**config.mk**
```make
export PLATFORM = sky130hd
export DESIGN_NAME = modular_exponentiation
export DESIGN_NICKNAME = d
export VERILOG_FILES = /design/src/rtl/mexp_pkg.sv /design/src/rtl/mexp_mulmod.sv /design/src/rtl/mexp_ctrl.sv /design/src/rtl/mexp_datapath.sv /design/src/rtl/modular_exponentiation.sv
export SDC_FILE = /design/constraint.sdc
export NUM_CORES = 1
export LEC_CHECK = 0
export ABC_CLOCK_PERIOD_IN_PS = 5130
export BUFFER_PORTS_ARGS = -buffer_cell sky130_fd_sc_hd__buf_2
export CAP_MARGIN = 20
export CORE_MARGIN = 5
export CORE_UTILIZATION = 63
export CTS_BUF_LIST = sky130_fd_sc_hd__clkbuf_8
export CTS_CLUSTER_DIAMETER = 30
export CTS_CLUSTER_SIZE = 20
export DETAILED_ROUTE_END_ITERATION = 7
export GPL_TIMING_DRIVEN = 0
export PLACE_DENSITY = 0.89
export SYNTH_ARGS = -nofsm -noshare
export SYNTH_HDL_FRONTEND = slang
export SYNTH_SLANG_ARGS = --single-unit
export TNS_END_PERCENT = 30
```
**constraint.sdc**
```tcl
create_clock -name clock -period 5.13 [get_ports clock]
set_input_delay 0.513 -clock clock [delete_from_list [all_inputs] [get_ports clock]]
set_output_delay 0.513 -clock clock [all_outputs]
set_load 0.05 [all_outputs]
```
**src/rtl/mexp_pkg.sv**
```systemverilog
`default_nettype none

package mexp_pkg;

   // default operand width
   localparam int VALUE_WIDTH_DEFAULT = 16;

   // register index codes on the csr channel
   localparam int CSR_INDEX_WIDTH = 2;
   localparam logic [CSR_INDEX_WIDTH-1:0] CSR_EXPONENT = 2'd0;
   localparam logic [CSR_INDEX_WIDTH-1:0] CSR_MODULUS  = 2'd1;

   typedef enum logic [2:0] {
      ST_IDLE,
      ST_BASE_GO,
      ST_BASE_WAIT,
      ST_SQUARE_GO,
      ST_SQUARE_WAIT,
      ST_MULTIPLY_GO,
      ST_MULTIPLY_WAIT,
      ST_FINISH
   } mexp_state_type;

   // operand pairing for the shared modular multiplier
   typedef enum logic [1:0] {
      OP_REDUCE,
      OP_SQUARE,
      OP_MULTIPLY
   } mexp_op_type;

   typedef struct packed {
      logic        load;
      logic        start;
      mexp_op_type op_sel;
      logic        write_base;
      logic        write_acc;
      logic        advance;
      logic        load_result;
   } mexp_cmd_type;

   typedef struct packed {
      logic small_modulus;
      logic mul_done;
      logic exp_msb;
      logic out_free;
   } mexp_status_type;

endpackage

`default_nettype wire

```
**src/rtl/mexp_mulmod.sv**
```systemverilog
`default_nettype none

// interleaved modular multiply, one multiplier bit per cycle
module mexp_mulmod #(
   parameter int VALUE_WIDTH = mexp_pkg::VALUE_WIDTH_DEFAULT
) (
   input  wire logic                   clock,
   input  wire logic                   reset,
   input  wire logic                   start,
   input  wire logic [VALUE_WIDTH-1:0] multiplicand,
   input  wire logic [VALUE_WIDTH-1:0] multiplier,
   input  wire logic [VALUE_WIDTH-1:0] modulus,
   output logic                        done,
   output logic [VALUE_WIDTH-1:0]      product
);

   localparam int CW = $clog2(VALUE_WIDTH);

   logic                   busy_ff, busy_in;
   logic                   done_ff, done_in;
   logic [CW-1:0]          cnt_ff, cnt_in;
   logic [VALUE_WIDTH-1:0] a_ff, a_in;
   logic [VALUE_WIDTH-1:0] b_ff, b_in;
   logic [VALUE_WIDTH-1:0] m_ff, m_in;
   logic [VALUE_WIDTH-1:0] acc_ff, acc_in;

   logic [VALUE_WIDTH+1:0] sum;
   logic [VALUE_WIDTH+1:0] once_m;
   logic [VALUE_WIDTH+1:0] twice_m;
   logic [VALUE_WIDTH+1:0] reduced_wide;
   logic [VALUE_WIDTH-1:0] reduced;

   // 2*acc + bit*a stays below 3*m, so at most one of m or 2m comes off
   always_comb begin
      sum = {1'b0, acc_ff, 1'b0} + (b_ff[VALUE_WIDTH-1] ? {2'b00, a_ff} : '0);
      once_m = {2'b00, m_ff};
      twice_m = {1'b0, m_ff, 1'b0};
      priority if (sum >= twice_m) begin
         reduced_wide = sum - twice_m;
      end else if (sum >= once_m) begin
         reduced_wide = sum - once_m;
      end else begin
         reduced_wide = sum;
      end
      reduced = reduced_wide[VALUE_WIDTH-1:0];
   end

   always_comb begin
      busy_in = busy_ff;
      done_in = 1'b0;
      cnt_in  = cnt_ff;
      a_in    = a_ff;
      b_in    = b_ff;
      m_in    = m_ff;
      acc_in  = acc_ff;
      priority if (start) begin
         busy_in = 1'b1;
         cnt_in  = CW'(VALUE_WIDTH - 1);
         a_in    = multiplicand;
         b_in    = multiplier;
         m_in    = modulus;
         acc_in  = '0;
      end else if (busy_ff) begin
         acc_in = reduced;
         b_in   = {b_ff[VALUE_WIDTH-2:0], 1'b0};
         if (cnt_ff == '0) begin
            busy_in = 1'b0;
            done_in = 1'b1;
         end else begin
            cnt_in = cnt_ff - 1'b1;
         end
      end
   end

   always_ff @(posedge clock) begin
      if (reset) begin
         busy_ff <= 1'b0;
         done_ff <= 1'b0;
         cnt_ff  <= '0;
      end else begin
         busy_ff <= busy_in;
         done_ff <= done_in;
         cnt_ff  <= cnt_in;
      end
   end

   always_ff @(posedge clock) begin
      a_ff   <= a_in;
      b_ff   <= b_in;
      m_ff   <= m_in;
      acc_ff <= acc_in;
   end

   assign done    = done_ff;
   assign product = acc_ff;

   a_start_busy: assert property (@(posedge clock) disable iff (reset)
      start |=> busy_ff)
      else $error("multiplier not busy after start");

   a_done_after_busy: assert property (@(posedge clock) disable iff (reset)
      done_ff |-> (!busy_ff && $past(busy_ff)))
      else $error("done without a finished run");

   a_last_step_done: assert property (@(posedge clock) disable iff (reset)
      (busy_ff && !start && cnt_ff == '0) |=> (done_ff && !busy_ff))
      else $error("last step did not raise done");

endmodule

`default_nettype wire

```
**src/rtl/mexp_ctrl.sv**
```systemverilog
`default_nettype none

module mexp_ctrl #(
   parameter int VALUE_WIDTH = mexp_pkg::VALUE_WIDTH_DEFAULT
) (
   input  wire logic                    clock,
   input  wire logic                    reset,
   input  wire logic                    req_valid,
   output logic                         req_ready,
   input  wire mexp_pkg::mexp_status_type status,
   output mexp_pkg::mexp_cmd_type       cmd
);

   localparam int CW = $clog2(VALUE_WIDTH);

   mexp_pkg::mexp_state_type state_ff, state_in;
   logic [CW-1:0]            bit_cnt_ff, bit_cnt_in;
   logic                     last_bit;

   assign last_bit = (bit_cnt_ff == '0);

   always_comb begin
      state_in = state_ff;
      unique case (state_ff)
         mexp_pkg::ST_IDLE: begin
            if (req_valid) begin
               state_in = status.small_modulus ? mexp_pkg::ST_FINISH
                                               : mexp_pkg::ST_BASE_GO;
            end
         end
         mexp_pkg::ST_BASE_GO: state_in = mexp_pkg::ST_BASE_WAIT;
         mexp_pkg::ST_BASE_WAIT: begin
            if (status.mul_done) state_in = mexp_pkg::ST_SQUARE_GO;
         end
         mexp_pkg::ST_SQUARE_GO: state_in = mexp_pkg::ST_SQUARE_WAIT;
         mexp_pkg::ST_SQUARE_WAIT: begin
            if (status.mul_done) begin
               priority if (status.exp_msb) state_in = mexp_pkg::ST_MULTIPLY_GO;
               else if (last_bit)           state_in = mexp_pkg::ST_FINISH;
               else                         state_in = mexp_pkg::ST_SQUARE_GO;
            end
         end
         mexp_pkg::ST_MULTIPLY_GO: state_in = mexp_pkg::ST_MULTIPLY_WAIT;
         mexp_pkg::ST_MULTIPLY_WAIT: begin
            if (status.mul_done) begin
               state_in = last_bit ? mexp_pkg::ST_FINISH : mexp_pkg::ST_SQUARE_GO;
            end
         end
         mexp_pkg::ST_FINISH: begin
            if (status.out_free) state_in = mexp_pkg::ST_IDLE;
         end
         default: state_in = mexp_pkg::ST_IDLE;
      endcase
   end

   always_comb begin
      req_ready       = 1'b0;
      cmd.load        = 1'b0;
      cmd.start       = 1'b0;
      cmd.op_sel      = mexp_pkg::OP_REDUCE;
      cmd.write_base  = 1'b0;
      cmd.write_acc   = 1'b0;
      cmd.advance     = 1'b0;
      cmd.load_result = 1'b0;
      unique case (state_ff)
         mexp_pkg::ST_IDLE: begin
            req_ready = 1'b1;
            cmd.load  = req_valid;
         end
         mexp_pkg::ST_BASE_GO: begin
            cmd.start  = 1'b1;
            cmd.op_sel = mexp_pkg::OP_REDUCE;
         end
         mexp_pkg::ST_BASE_WAIT: cmd.write_base = status.mul_done;
         mexp_pkg::ST_SQUARE_GO: begin
            cmd.start  = 1'b1;
            cmd.op_sel = mexp_pkg::OP_SQUARE;
         end
         mexp_pkg::ST_SQUARE_WAIT: begin
            cmd.write_acc = status.mul_done;
            cmd.advance   = status.mul_done && !status.exp_msb;
         end
         mexp_pkg::ST_MULTIPLY_GO: begin
            cmd.start  = 1'b1;
            cmd.op_sel = mexp_pkg::OP_MULTIPLY;
         end
         mexp_pkg::ST_MULTIPLY_WAIT: begin
            cmd.write_acc = status.mul_done;
            cmd.advance   = status.mul_done;
         end
         mexp_pkg::ST_FINISH: cmd.load_result = status.out_free;
         default: ;
      endcase
   end

   always_comb begin
      priority if (cmd.load) bit_cnt_in = CW'(VALUE_WIDTH - 1);
      else if (cmd.advance)  bit_cnt_in = bit_cnt_ff - 1'b1;
      else                   bit_cnt_in = bit_cnt_ff;
   end

   always_ff @(posedge clock) begin
      if (reset) begin
         state_ff   <= mexp_pkg::ST_IDLE;
         bit_cnt_ff <= '0;
      end else begin
         state_ff   <= state_in;
         bit_cnt_ff <= bit_cnt_in;
      end
   end

endmodule

`default_nettype wire

```
**src/rtl/mexp_datapath.sv**
```systemverilog
`default_nettype none

module mexp_datapath #(
   parameter int VALUE_WIDTH = mexp_pkg::VALUE_WIDTH_DEFAULT
) (
   input  wire logic                   clock,
   input  wire logic                   reset,
   input  wire mexp_pkg::mexp_cmd_type cmd,
   output mexp_pkg::mexp_status_type   status,
   input  wire logic [VALUE_WIDTH-1:0] req_message_value,
   input  wire logic [VALUE_WIDTH-1:0] exponent,
   input  wire logic [VALUE_WIDTH-1:0] modulus,
   output logic                        rsp_valid,
   input  wire logic                   rsp_ready,
   output logic [VALUE_WIDTH-1:0]      rsp_power_result
);

   logic [VALUE_WIDTH-1:0] msg_ff, msg_in;
   logic [VALUE_WIDTH-1:0] exp_ff, exp_in;
   logic [VALUE_WIDTH-1:0] acc_ff, acc_in;
   logic [VALUE_WIDTH-1:0] base_ff, base_in;
   logic                   rsp_valid_ff, rsp_valid_in;
   logic [VALUE_WIDTH-1:0] rsp_data_ff, rsp_data_in;

   logic [VALUE_WIDTH-1:0] mul_a;
   logic [VALUE_WIDTH-1:0] mul_b;
   logic                   mul_done;
   logic [VALUE_WIDTH-1:0] mul_product;
   logic                   small_modulus;
   logic                   out_free;

   assign small_modulus = (modulus[VALUE_WIDTH-1:1] == '0);
   assign out_free      = !rsp_valid_ff || rsp_ready;

   always_comb begin
      unique case (cmd.op_sel)
         mexp_pkg::OP_REDUCE: begin
            mul_a = VALUE_WIDTH'(1);
            mul_b = msg_ff;
         end
         mexp_pkg::OP_SQUARE: begin
            mul_a = acc_ff;
            mul_b = acc_ff;
         end
         mexp_pkg::OP_MULTIPLY: begin
            mul_a = base_ff;
            mul_b = acc_ff;
         end
         default: begin
            mul_a = VALUE_WIDTH'(1);
            mul_b = msg_ff;
         end
      endcase
   end

   mexp_mulmod #(
      .VALUE_WIDTH(VALUE_WIDTH)
   ) u_mulmod (
      .clock       (clock),
      .reset       (reset),
      .start       (cmd.start),
      .multiplicand(mul_a),
      .multiplier  (mul_b),
      .modulus     (modulus),
      .done        (mul_done),
      .product     (mul_product)
   );

   always_comb begin
      msg_in = cmd.load ? req_message_value : msg_ff;

      priority if (cmd.load) exp_in = exponent;
      else if (cmd.advance)  exp_in = {exp_ff[VALUE_WIDTH-2:0], 1'b0};
      else                   exp_in = exp_ff;

      // no modular answer below modulus two, result is zero
      priority if (cmd.load)    acc_in = small_modulus ? '0 : VALUE_WIDTH'(1);
      else if (cmd.write_acc)   acc_in = mul_product;
      else                      acc_in = acc_ff;

      base_in = cmd.write_base ? mul_product : base_ff;

      priority if (cmd.load_result) rsp_valid_in = 1'b1;
      else if (rsp_ready)           rsp_valid_in = 1'b0;
      else                          rsp_valid_in = rsp_valid_ff;

      rsp_data_in = cmd.load_result ? acc_ff : rsp_data_ff;
   end

   always_ff @(posedge clock) begin
      if (reset) begin
         rsp_valid_ff <= 1'b0;
      end else begin
         rsp_valid_ff <= rsp_valid_in;
      end
   end

   always_ff @(posedge clock) begin
      msg_ff      <= msg_in;
      exp_ff      <= exp_in;
      acc_ff      <= acc_in;
      base_ff     <= base_in;
      rsp_data_ff <= rsp_data_in;
   end

   assign status.small_modulus = small_modulus;
   assign status.mul_done      = mul_done;
   assign status.exp_msb       = exp_ff[VALUE_WIDTH-1];
   assign status.out_free      = out_free;

   assign rsp_valid        = rsp_valid_ff;
   assign rsp_power_result = rsp_data_ff;

endmodule

`default_nettype wire

```
**src/rtl/modular_exponentiation.sv**
```systemverilog
`default_nettype none

// modular exponentiation engine: each req transaction carries a value m and
// returns one rsp transaction with m to the power of the exponent register,
// reduced mod the modulus register (csr index 0 is the exponent, index 1 the
// modulus, other indexes are ignored; reset gives exponent 0 and modulus 2).
// an exponent of zero gives 1, a modulus of zero or one gives 0. the engine
// works on one transaction at a time with square-and-multiply from the top
// exponent bit down, all through one shared bit-serial modular multiplier;
// with a modulus below two it skips the multiplier and goes straight to the
// result. a finished result sits in an output register, so the next req
// transaction can be taken while the previous rsp still waits. write csr
// registers only while the engine is idle.
module modular_exponentiation #(
   parameter int VALUE_WIDTH = mexp_pkg::VALUE_WIDTH_DEFAULT
) (
   input  wire logic                                 clock,
   input  wire logic                                 reset,
   // input transactions
   input  wire logic                                 req_valid,
   output logic                                      req_ready,
   input  wire logic [VALUE_WIDTH-1:0]               req_message_value,
   // result transactions
   output logic                                      rsp_valid,
   input  wire logic                                 rsp_ready,
   output logic [VALUE_WIDTH-1:0]                    rsp_power_result,
   // register writes
   input  wire logic                                 csr_valid,
   output logic                                      csr_ready,
   input  wire logic [mexp_pkg::CSR_INDEX_WIDTH-1:0] csr_index,
   input  wire logic [VALUE_WIDTH-1:0]               csr_data
);

   // configuration registers
   logic [VALUE_WIDTH-1:0] exponent_ff, exponent_in;
   logic [VALUE_WIDTH-1:0] modulus_ff, modulus_in;

   // controller to datapath
   mexp_pkg::mexp_cmd_type    cmd;
   mexp_pkg::mexp_status_type status;

   // register writes are always taken
   assign csr_ready = 1'b1;

   always_comb begin
      exponent_in = exponent_ff;
      modulus_in  = modulus_ff;
      if (csr_valid) begin
         unique case (csr_index)
            mexp_pkg::CSR_EXPONENT: exponent_in = csr_data;
            mexp_pkg::CSR_MODULUS:  modulus_in  = csr_data;
            default: ;   // unknown index, write dropped
         endcase
      end
   end

   always_ff @(posedge clock) begin
      if (reset) begin
         exponent_ff <= '0;
         modulus_ff  <= VALUE_WIDTH'(2);
      end else begin
         exponent_ff <= exponent_in;
         modulus_ff  <= modulus_in;
      end
   end

   // sequencer: operand reduction, then square and optional multiply per bit
   mexp_ctrl #(
      .VALUE_WIDTH(VALUE_WIDTH)
   ) u_ctrl (
      .clock    (clock),
      .reset    (reset),
      .req_valid(req_valid),
      .req_ready(req_ready),
      .status   (status),
      .cmd      (cmd)
   );

   // operand registers, shared multiplier and output register
   mexp_datapath #(
      .VALUE_WIDTH(VALUE_WIDTH)
   ) u_datapath (
      .clock            (clock),
      .reset            (reset),
      .cmd              (cmd),
      .status           (status),
      .req_message_value(req_message_value),
      .exponent         (exponent_ff),
      .modulus          (modulus_ff),
      .rsp_valid        (rsp_valid),
      .rsp_ready        (rsp_ready),
      .rsp_power_result (rsp_power_result)
   );

endmodule

`default_nettype wire

```
==> flow_metrics.py, run 1 <==
metrics = {
    "drt": {
        "via_count": 7655,
        "drt_iter0_markers": 521,
        "dr.pass1.iters": 5,
        "drc": 0,
        "met3WireLength_mm": 1.35,
        "vias_per_cell": 5.99,
        "wl_mm": 23.3,
        "ant_nets": 0,
        "wl_met2_mm": 11.8,
        "met1Wirelength_mm": 9.58,
        "wire_per_inst_um": 18.2,
        "top_layer_used": "met4",
    },
    "floorplan": {
        "initial_core_util": 0.646,
        "io_pins": 58,
        "die_h_um": 135,
        "fp.dieW_um": 135,
        "die_area_um2": 18200,
        "coreArea_um2": 15300,
        "rows": 45,
    },
    "timing": {
        "drv_slew": 0,
        "clock.fmax_mhz": 205,
        "finClkSkew_ns": 0.0133,
        "rsz0062_at_grt": "false",
        "hold_violations": 0,
        "finalCriticalPeriod_ns": 4.87,
        "fin_crit_sh": 0.949,
        "finalSetupViolations": 0,
        "tightest_slew_ns": 0.819,
        "max-slew-margin-rel": 0.453,
        "setup_tns_ns": 0,
    },
    "layout": {
        "fin_util": 0.713,
        "nets": 1146,
        "layout-drive-gt1-share": 0.114,
        "antenna_cells": 0,
        "n_fill_cell": 1074,
        "syn_to_final_growth_pct": 10.5,
    },
    "flow_run": {
        "max-cap-violations": 0,
    },
    "place": {
        "gp_congestion": 0.925,
        "io_buffers": 55,
        "dpl.hpwl_mm": 17.7,
    },
    "yosys": {
        "synth_common_cells": "nand2_1 (171), edfxtp_1 (128), a21oi_1 (86)",
        "yosysMostFrequentCell": "nand2_1",
        "synth_area_um2": 9850,
        "synthCells": 976,
        "synth_edf_count": 128,
        "synthTopCellsByArea": "edfxtp_1 (39%), dfxtp_1 (13%), nand2_1 (6.5%)",
        "synth-seq-cells": 190,
        "ys_seq_area_frac": 0.516,
        "yosysTopAreaCell": "edfxtp_1",
        "async_flop_share": 0,
        "synth_top_area_frac": 0.390,
        "yosysWarnings": 0,
        "syn_avg_cell_area_um2": 10.1,
        "synthesis.nets": 1067,
        "synth.distinct_cells": 73,
        "yosys_most_used_dff": "edfxtp_1",
    },
    "global_route": {
        "antenna_found_initial": 0,
        "track_usage": 0.257,
        "grt_pass1_wl_mm": 36.5,
        "grt_max_degree": 23,
        "grt_overflow": 0,
        "grt_pass1_vias": 7198,
    },
    "critical_path": {
        "cp_cell_sequence": "clkbuf_2 -> nand2_1 -> inv_1 -> ha_1 -> a21o_1 -> nand4_1 -> a211oi_1 -> o31ai_1 -> o211ai_1 -> and3_1 -> xor2_1 -> ha_1 -> a211oi_1 -> and3_1 -> a21oi_1 -> nor2_1 -> clkbuf_1 -> o211ai_1 -> a32o_1",
        "crit_slowest_cell": "edfxtp_1",
        "worstSetupPathType": "reg -> reg",
        "cp.arrival_ns": 5.24,
        "crit_required_ns": 5.50,
        "crit_fanout": 10,
        "start_kind": "flip-flop",
        "slowest_delay_ns": 0.52,
        "timing.critical_path.buf_inv": 3,
        "critPathTopFamily": "compound AO/OA/AOI/OAI gates",
        "end_kind": "flip-flop",
    },
    "clocking": {
        "clk_pin_slew_worst_paths_ns": 0.10,
        "clock-root-buffer": "clkbuf_8",
        "cts.repair.resized": 0,
        "h-tree-depth": 4,
        "cts_setup_buffers": 0,
        "holdBufCountCts": 0,
        "clock_latency_ns": 0.48,
        "cts_buffer_depth": 2,
        "cts_tree": "built",
        "clock-sinks": 190,
        "cts_buffers": 17,
    },
    "pwr": {
        "p_per_area_nw_per_um2": 704,
        "leakage_nw": 4.32,
        "worst_ir_drop_vdd_mv": 0.372,
    },
    "min_path": {
        "hp-class": "in -> reg",
    },
    "status": {
        "status": "finished clean",
    },
}
state kept, by name, summed over array words and instances, names as in the netlist:
signal and count:
exponent_ff 16, modulus_ff 16, u_datapath.acc_ff 16, u_datapath.base_ff 16
u_datapath.exp_ff 16, u_datapath.msg_ff 16, u_datapath.rsp_power_result 16, u_datapath.u_mulmod.a_ff 16
u_datapath.u_mulmod.b_ff 16, u_datapath.u_mulmod.m_ff 16, u_datapath.u_mulmod.product 16, u_ctrl.bit_cnt_ff 4
u_datapath.u_mulmod.cnt_ff 4, u_ctrl.state_ff 3, u_datapath.rsp_valid 1, u_datapath.u_mulmod.busy_ff 1
u_datapath.u_mulmod.done 1
stage by stage:
step                hold slack [ns]  total power, mW  area (µm²)  setup slack (ns)  cells
floorplan                     0.408             5.52        9850              1.17    976
global placement              0.424             6.40       10400             0.254   1242
detailed placement            0.425             6.56       10500             0.171   1247
CTS                           0.183             7.57       10900             0.131   1279
global route                  0.172             8.15       10900            0.0186   1279
finish                        0.202             7.66       10900             0.260   1279
per-layer routing:
metal,global-route usage,vias up
met5,0,-
met4,0.0834,0
met3,0.0417,41
met2,0.459,325
met1,0.321,3613
li1,-,3676
cell type report:
type                       count  area [µm²]  area share
sequential                   190        5080       0.467
multi-input combinational    698        4420       0.406
timing repair buffer          60         348      0.0320
tap                          211         264      0.0243
clock buffer                  18         248      0.0228
inverter                      49         184      0.0169
buffer                        39         171      0.0157
clock inverter                14         169      0.0155
cell usage in the layout (no fill, tap or decap), types with 9 or more instances in the layout:
cell type and n:
buf_2 59, xnor2_1 28, dfxtp_1 62, mux2i_1 18, clkbuf_1 29, nand3_1 12
a211oi_1 14, clkbuf_8 18, nor3_1 9, nand2_1 171, xor2_1 10, edfxtp_1 128
nor2_1 35, a22oi_1 15, o21ai_1 16, and2_1 17, a21oi_1 86, ha_1 49
nor2b_1 32, inv_1 47, a21o_1 15, o21ai_0 42, o211ai_1 10
power breakdown:
part | internal [mW] | leakage, nW | switching, mW | total (mW)
sequential | 2.15 | 1.71 | 0.215 | 2.36
clock | 0.426 | 0.213 | 0.586 | 1.01
combinational | 1.64 | 2.39 | 2.65 | 4.29
final timing paths:
kind / start / to / slack [ns] / cells after the start
worst min-delay path: req_message_value[4] / u_datapath.msg_ff[4] / 0.20 / 1
worst max-delay path: u_datapath.u_mulmod.b_ff[15] / u_datapath.u_mulmod.product[1] / 0.26 / 19
worst min register to register: modulus_ff[0] / u_datapath.u_mulmod.m_ff[0] / 0.45 / 0
worst max register to register: u_datapath.u_mulmod.b_ff[15] / u_datapath.u_mulmod.product[1] / 0.26 / 19
cell families after synthesis:
family | share of synthesized area
AOI/OAI and AO/OA | 0.164
xor gates and xnor gates | 0.0354
adders and majority gates | 0.0683
buffers and inverters | 0.0360
DFF | 0.516
muxes | 0.0183
other | 0.000381
and+or+nand+nor | 0.161
Note: power is estimated with default switching activity, not from simulation.
==> inputs of run 2 (changes only) <==
--- a/config.mk
+++ b/config.mk
@@ -15,6 +15,7 @@
 export CTS_CLUSTER_SIZE = 20
 export DETAILED_ROUTE_END_ITERATION = 7
 export GPL_TIMING_DRIVEN = 0
+export MAX_ROUTING_LAYER = met4
 export PLACE_DENSITY = 0.89
 export SYNTH_ARGS = -nofsm -noshare
 export SYNTH_HDL_FRONTEND = slang
==> run 2 against run 1 <==
Critical path depth grew 1. Sequential power is essentially flat. Maximum frequency grew 0.19%. Sequential share of layout area grew 0.086 points.
==> flow_metrics.py, run 2 (same netlist as run 1, synthesis figures left out) <==
metrics = {
    "timing": {
        "drv_slew": 0,
        "max-slew-margin-rel": 0.337,
        "finalSetupViolations": 0,
        "finalCriticalPeriod_ns": 4.86,
        "fin_ws_ns": 0.269,
        "tightest_slew_ns": 0.995,
        "rsz0062_at_grt": "false",
        "finClkSkew_ns": 0.0157,
        "setup_tns_ns": 0,
        "holdWs_ns": 0.207,
        "hold_violations": 0,
        "fin_crit_sh": 0.948,
        "clock.fmax_mhz": 206,
    },
    "floorplan": {
        "rows": 45,
        "fp.dieW_um": 135,
        "io_pins": 58,
        "die_area_um2": 18200,
        "coreArea_um2": 15300,
        "die_h_um": 135,
        "initial_core_util": 0.646,
    },
    "layout": {
        "syn_to_final_growth_pct": 10.3,
        "register_area_um2": 5080,
        "layout-drive-gt1-share": 0.115,
        "nets": 1146,
        "multi_input_area_um2": 4420,
        "final_cell_mix": "nand2_1 (171), edfxtp_1 (128), a21oi_1 (86), dfxtp_1 (62), buf_2 (59)",
        "layout_commonest_cell": "nand2_1",
        "fin_util": 0.712,
        "n_fill_cell": 1069,
        "antenna_cells": 0,
    },
    "critical_path": {
        "crit_start": "u_datapath.u_mulmod.b_ff[15]",
        "worstSetupPathType": "reg -> reg",
        "start_kind": "flip-flop",
        "cp_cell_sequence": "clkbuf_2 -> nand2_1 -> inv_1 -> ha_1 -> a21o_1 -> nand4_1 -> a211oi_1 -> o31ai_1 -> o21ai_0 -> or3_1 -> and2_1 -> ha_1 -> nand4_1 -> nor4_1 -> o22ai_1 -> o211ai_1 -> or2_2 -> nor2_4 -> or3_1 -> a31oi_1",
        "crit_fanout": 10,
        "crit_slowest_cell": "edfxtp_1",
        "slowest_delay_ns": 0.53,
        "timing.critical_path.buf_inv": 2,
        "ff2ff_setup_slack_ns": 0.27,
        "crit_required_ns": 5.52,
        "cp.arrival_ns": 5.25,
        "end_kind": "flip-flop",
        "r2r-start": "u_datapath.u_mulmod.b_ff[15]",
        "critPathTopFamily": "simple AND/OR/NAND/NOR gates",
    },
    "clocking": {
        "clock-sinks": 190,
        "holdBufCountCts": 0,
        "h-tree-depth": 4,
        "cts_tree": "built",
        "cts_buffer_depth": 2,
        "clk_pin_slew_worst_paths_ns": 0.10,
        "cts_buffers": 17,
        "clock-root-buffer": "clkbuf_8",
        "clock_latency_ns": 0.47,
    },
    "pwr": {
        "leakage_nw": 4.31,
        "worst_ir_drop_vdd_mv": 0.302,
        "power_mw": 7.63,
        "p_per_area_nw_per_um2": 703,
    },
    "drt": {
        "dr.pass1.iters": 6,
        "drt_iter0_markers": 606,
        "drc": 0,
        "wl_mm": 23.4,
        "wire_per_inst_um": 18.3,
        "via_count": 7737,
        "ant_nets": 0,
        "vias_per_cell": 6.05,
    },
    "global_route": {
        "gr-max-usage-layer": "met2",
        "grt_pass1_wl_mm": 37.1,
        "grt_pass1_vias": 7381,
        "use_met1": 0.340,
        "use_met3": 0.0384,
        "grt_overflow": 0,
        "grt_max_degree": 24,
        "grt_util_met2": 0.438,
        "track_usage": 0.268,
        "antenna_found_initial": 0,
    },
    "flow_run": {
        "max-cap-violations": 0,
    },
    "min_path": {
        "hp-class": "in -> reg",
        "hold_start": "req_message_value[5]",
    },
    "place": {
        "io_buffers": 55,
        "dpl.hpwl_mm": 17.8,
        "place_ws_ns": 0.158,
        "gp_congestion": 0.978,
    },
    "status": {
        "status": "finished clean",
    },
}
[run 2: cell types whose count changed in the layout (fill, tap and decap cells not counted), sizes merged]
| cell | previous run | this run |
|---|---|---|
| clkinv | 6 | 7 |
| inv | 56 | 54 |
| clkinvlp | 0 | 1 |
[run 2: final timing paths]
check        cells after the start                        endpoint
max                             20  u_datapath.u_mulmod.product[0]
min                              1            u_datapath.msg_ff[5]
max reg2reg                     20  u_datapath.u_mulmod.product[0]
min reg2reg                      0     u_datapath.u_mulmod.m_ff[0]
[run 2: timing repair]
action                                  CTS  global route
endpoints found under the setup margin    0            16
buffers inserted                          0             0
resized for setup                         0             5
hold endpoints to repair                  0             0
[run 2: worst register-to-register path, stage by stage, from the launching register on]
cell and delay, ns:
edfxtp_1 0.53, clkbuf_2 0.24, nand2_1 0.15, inv_1 0.06, ha_1 0.27, a21o_1 0.22
nand4_1 0.13, a211oi_1 0.11, o31ai_1 0.29, o21ai_0 0.15, or3_1 0.37, and2_1 0.22
ha_1 0.34, nand4_1 0.16, nor4_1 0.35, o22ai_1 0.12, o211ai_1 0.18, or2_2 0.28
nor2_4 0.09, or3_1 0.36, a31oi_1 0.19
[run 2: cell type report]
type / instances / area share
Timing Repair Buffer: 60 / 0.0317
Buffer: 39 / 0.0159
Clock buffer: 18 / 0.0228
Tap cell: 211 / 0.0243
Sequential cell: 190 / 0.468
Multi-Input combinational cell: 698 / 0.407
Inverter: 49 / 0.0169
Clock inverter: 14 / 0.0139
[run 2: per-stage QoR]
| step | std cells | cell area (µm²) |
|---|---|---|
| after floorplan | 976 | 9850 |
| after global placement | 1242 | 10400 |
| after detailed placement | 1247 | 10500 |
| after CTS | 1279 | 10900 |
| after global routing | 1279 | 10900 |
| final | 1279 | 10900 |
[run 2: metal layers]
layer  share of wire  up-vias  wire, µm
met4           0.035        0       807
met2            0.49      330     11500
li1                -     3687         -
met3           0.062       64      1450
met5               0        -         0
met1            0.41     3656      9580
[run 2: where the power goes]
| part | internal [mW] | switching [mW] | leakage, nW |
|---|---|---|---|
| Combinational | 1.64 | 2.66 | 2.40 |
| Clock | 0.417 | 0.554 | 0.205 |
| Sequential | 2.15 | 0.218 | 1.71 |
| Total | 4.20 | 3.43 | 4.31 |
==> inputs of run 3 (changes only) <==
--- a/config.mk
+++ b/config.mk
@@ -9,15 +9,16 @@
 export BUFFER_PORTS_ARGS = -buffer_cell sky130_fd_sc_hd__buf_2
 export CAP_MARGIN = 20
 export CORE_MARGIN = 5
-export CORE_UTILIZATION = 63
+export CORE_UTILIZATION = 64
 export CTS_BUF_LIST = sky130_fd_sc_hd__clkbuf_8
 export CTS_CLUSTER_DIAMETER = 30
 export CTS_CLUSTER_SIZE = 20
 export DETAILED_ROUTE_END_ITERATION = 7
 export GPL_TIMING_DRIVEN = 0
 export MAX_ROUTING_LAYER = met4
-export PLACE_DENSITY = 0.89
+export PLACE_DENSITY = 0.9
 export SYNTH_ARGS = -nofsm -noshare
 export SYNTH_HDL_FRONTEND = slang
+export SYNTH_HIERARCHICAL = 1
 export SYNTH_SLANG_ARGS = --single-unit
 export TNS_END_PERCENT = 30
==> run 3 against run 2 <==
Non-clock buffer count is 4 higher. Combinational power is 10% lower. Utilization is 0.23 points higher. Register-to-register slack hardly changed. Setup slack worse by 0.010 ns. Area after synthesis is 3.6% higher. Critical endpoint is now u_datapath/u_mulmod/product[13].
==> flow_metrics.py, run 3 <==
metrics = {
    "status": {
        "status": "finished clean",
    },
    "yosys": {
        "synthTopCellsByArea": "edfxtp_1 (38%), dfxtp_1 (12%), ha_1 (6.3%)",
        "async_flop_share": 0,
        "synth_mux_area_frac": 0.0928,
        "yosys_most_used_dff": "edfxtp_1",
        "synth_top_family_by_area": "simple AND/OR/NAND/NOR gates",
        "synth-xor-area-share": 0.0317,
        "synth_top_area_frac": 0.377,
        "synth.distinct_cells": 81,
        "synth_common_cells": "edfxtp_1 (128), dfxtp_1 (62), nor2_1 (54)",
        "synthAdderAreaFrac": 0.0684,
        "synth-seq-cells": 190,
        "synth_compound_area_frac": 0.132,
        "yosysTopAreaCell": "edfxtp_1",
        "ys_seq_area_frac": 0.498,
        "yosysMostFrequentCell": "edfxtp_1",
        "synthCells": 901,
        "yosysWarnings": 6,
        "synthSimpleGateAreaFrac": 0.133,
        "synthesis.nets": 994,
        "synth_edf_count": 128,
        "syn_avg_cell_area_um2": 11.3,
        "synth_area_um2": 10200,
    },
    "drt": {
        "wire_per_inst_um": 18.6,
        "drt_iter0_markers": 776,
        "ant_nets": 0,
        "dr.pass1.iters": 6,
        "vias_per_cell": 6.00,
        "via_count": 7255,
        "wl_mm": 22.4,
        "drc": 0,
    },
    "pwr": {
        "p_per_area_nw_per_um2": 630,
        "p_sw_mw": 3.00,
        "intPower_mw": 4.10,
        "power_mw": 7.10,
        "p_comb_frac": 0.546,
        "leakage_nw": 4.41,
        "seqPwrFrac": 0.325,
        "worst_ir_drop_vdd_mv": 0.295,
        "p_sw_frac": 0.422,
        "clkPwrFrac": 0.129,
    },
    "global_route": {
        "track_usage": 0.253,
        "grt_max_degree": 21,
        "grt_pass1_wl_mm": 35.3,
        "antenna_found_initial": 0,
        "grt_overflow": 0,
        "grt_pass1_vias": 7027,
    },
    "timing": {
        "clock.fmax_mhz": 205,
        "hold_violations": 0,
        "finalCriticalPeriod_ns": 4.87,
        "finClkSkew_ns": 0.0153,
        "holdWs_ns": 0.207,
        "fin_crit_sh": 0.950,
        "max-slew-margin-rel": 0.507,
        "tightest_slew_ns": 0.738,
        "finalSetupViolations": 0,
        "drv_slew": 0,
    },
    "min_path": {
        "holdPathStages": 1,
        "hold_start": "req_message_value[11]",
        "worstHoldEndpoint": "u_datapath/msg_ff[11]",
        "hp-class": "in -> reg",
    },
    "critical_path": {
        "worstSetupPathType": "reg -> reg",
        "cp.arrival_ns": 5.21,
        "crit_fanout": 10,
        "start_kind": "flip-flop",
        "crit_required_ns": 5.47,
        "ff2ff_setup_slack_ns": 0.26,
        "r2r_end": "u_datapath/u_mulmod/product[13]",
        "end_kind": "flip-flop",
        "worst_r2r_path_depth": 19,
        "r2r-start": "u_datapath/u_mulmod/b_ff[15]",
    },
    "floorplan": {
        "die_area_um2": 18600,
        "initial_core_util": 0.647,
        "coreArea_um2": 15800,
        "die_h_um": 136,
        "rows": 46,
        "fp.dieW_um": 136,
        "io_pins": 58,
    },
    "clocking": {
        "h-tree-depth": 4,
        "cts_buffer_depth": 2,
        "clk_pin_slew_worst_paths_ns": 0.10,
        "clock_latency_ns": 0.47,
        "cts_tree": "built",
        "holdBufCountCts": 0,
        "cts_buffers": 17,
        "clock-root-buffer": "clkbuf_8",
        "clock-sinks": 190,
    },
    "layout": {
        "layout-drive-gt1-share": 0.191,
        "layout_commonest_cell": "edfxtp_1",
        "syn_to_final_growth_pct": 10.4,
        "instances_no_fill": 1209,
        "fin_util": 0.714,
        "antenna_cells": 0,
        "final_cell_mix": "edfxtp_1 (128), buf_2 (66), dfxtp_1 (62), nor2_1 (54), nand2b_1 (53)",
        "nets": 1073,
        "final_area_um2": 11300,
    },
    "place": {
        "dpl.hpwl_mm": 16.9,
        "place_area_um2": 10800,
        "io_buffers": 56,
        "gp_congestion": 0.955,
        "dpl.cell_count": 1176,
    },
    "flow_run": {
        "max-cap-violations": 0,
    },
}
run 3: cell count changes after synthesis, sizes merged, moves of 6 or more:
cell,previous run,this run
nand2b,7,53
clkbuf,30,18
o21ai,61,31
mux2,0,47
o32ai,2,8
nor2,37,54
a21oi,87,43
mux2i,18,38
nor3,9,21
nand2,171,28
nor2b,32,18
buf,9,25
run 3: logic make-up (layout without fill, tap and decap cells):
logic type | count (synthesis) | count (layout)
AND/OR/NAND/NOR | 248 | 248
AO/OA/AOI/OAI | 194 | 194
flip-flops | 190 | 190
buffers and inverters | 92 | 184
multiplexers | 85 | 85
adder cells (fa/ha/maj) | 54 | 54
XOR/XNOR | 37 | 37
other | 1 | 1
run 3: worst max path at each step:
stage,end,startpoint
detailed placement,u_datapath/u_mulmod/product[8],u_datapath/u_mulmod/b_ff[15]
global route,u_datapath/u_mulmod/product[8],u_datapath/u_mulmod/b_ff[15]
global placement,u_datapath/u_mulmod/product[10],u_ctrl/state_ff[0]
CTS,u_datapath/u_mulmod/product[13],u_datapath/u_mulmod/b_ff[15]
floorplan,u_datapath/u_mulmod/product[10],u_ctrl/state_ff[0]
finish,u_datapath/u_mulmod/product[13],u_datapath/u_mulmod/b_ff[15]
run 3: cell type report:
class,count,area (µm²)
inverter,49,184
timing repair buffer,61,342
clock buffer,17,234
fill,1101,4500
sequential,190,5080
clock inverter,15,124
tap,216,270
buffer,42,265
multi-input combinational,619,4760
run 3: routing by layer:
layer	share of wire	global-route usage
met5	0	-
met4	0.035	0.109
met2	0.48	0.408
met3	0.055	0.0518
met1	0.43	0.311
run 3: critical path, stage by stage (launching register included):
cell	delay, ns
edfxtp_1	0.52
clkbuf_2	0.21
nand2_1	0.12
inv_1	0.05
ha_1	0.29
a211oi_1	0.35
o211ai_1	0.18
a21oi_2	0.24
o21ai_0	0.13
xor2_1	0.40
ha_1	0.41
inv_1	0.11
o21bai_1	0.08
a2bb2oi_1	0.19
a31oi_1	0.20
o31a_1	0.42
nor3_2	0.27
buf_4	0.26
mux2i_1	0.22
a31oi_1	0.10
run 3: metrics by stage:
step | setup TNS (ns) | setup WS, ns
detailed placement | -0.0317 | -0.0317
floorplan | 0 | 0.608
CTS | 0 | 0.0556
global route | -0.00667 | -0.00667
finish | 0 | 0.258
global placement | -74.52 | -1.70
run 3: repair_timing:
action	4_1_cts	5_1_grt
resized for setup	2	14
endpoints found under the setup margin	1	16
setup buffers	0	2
run 3: power by group through the flow:
| stage | Combinational, mW | Sequential, mW | Clock [mW] |
|---|---|---|---|
| final | 3.87 | 2.31 | 0.917 |
| after global placement | 3.54 | 2.34 | 0 |
| after CTS | 3.67 | 2.30 | 0.927 |
| after detailed placement | 3.63 | 2.33 | 0 |
| after global routing | 4.17 | 2.34 | 0.992 |
| after floorplan | 2.87 | 2.25 | 0 |
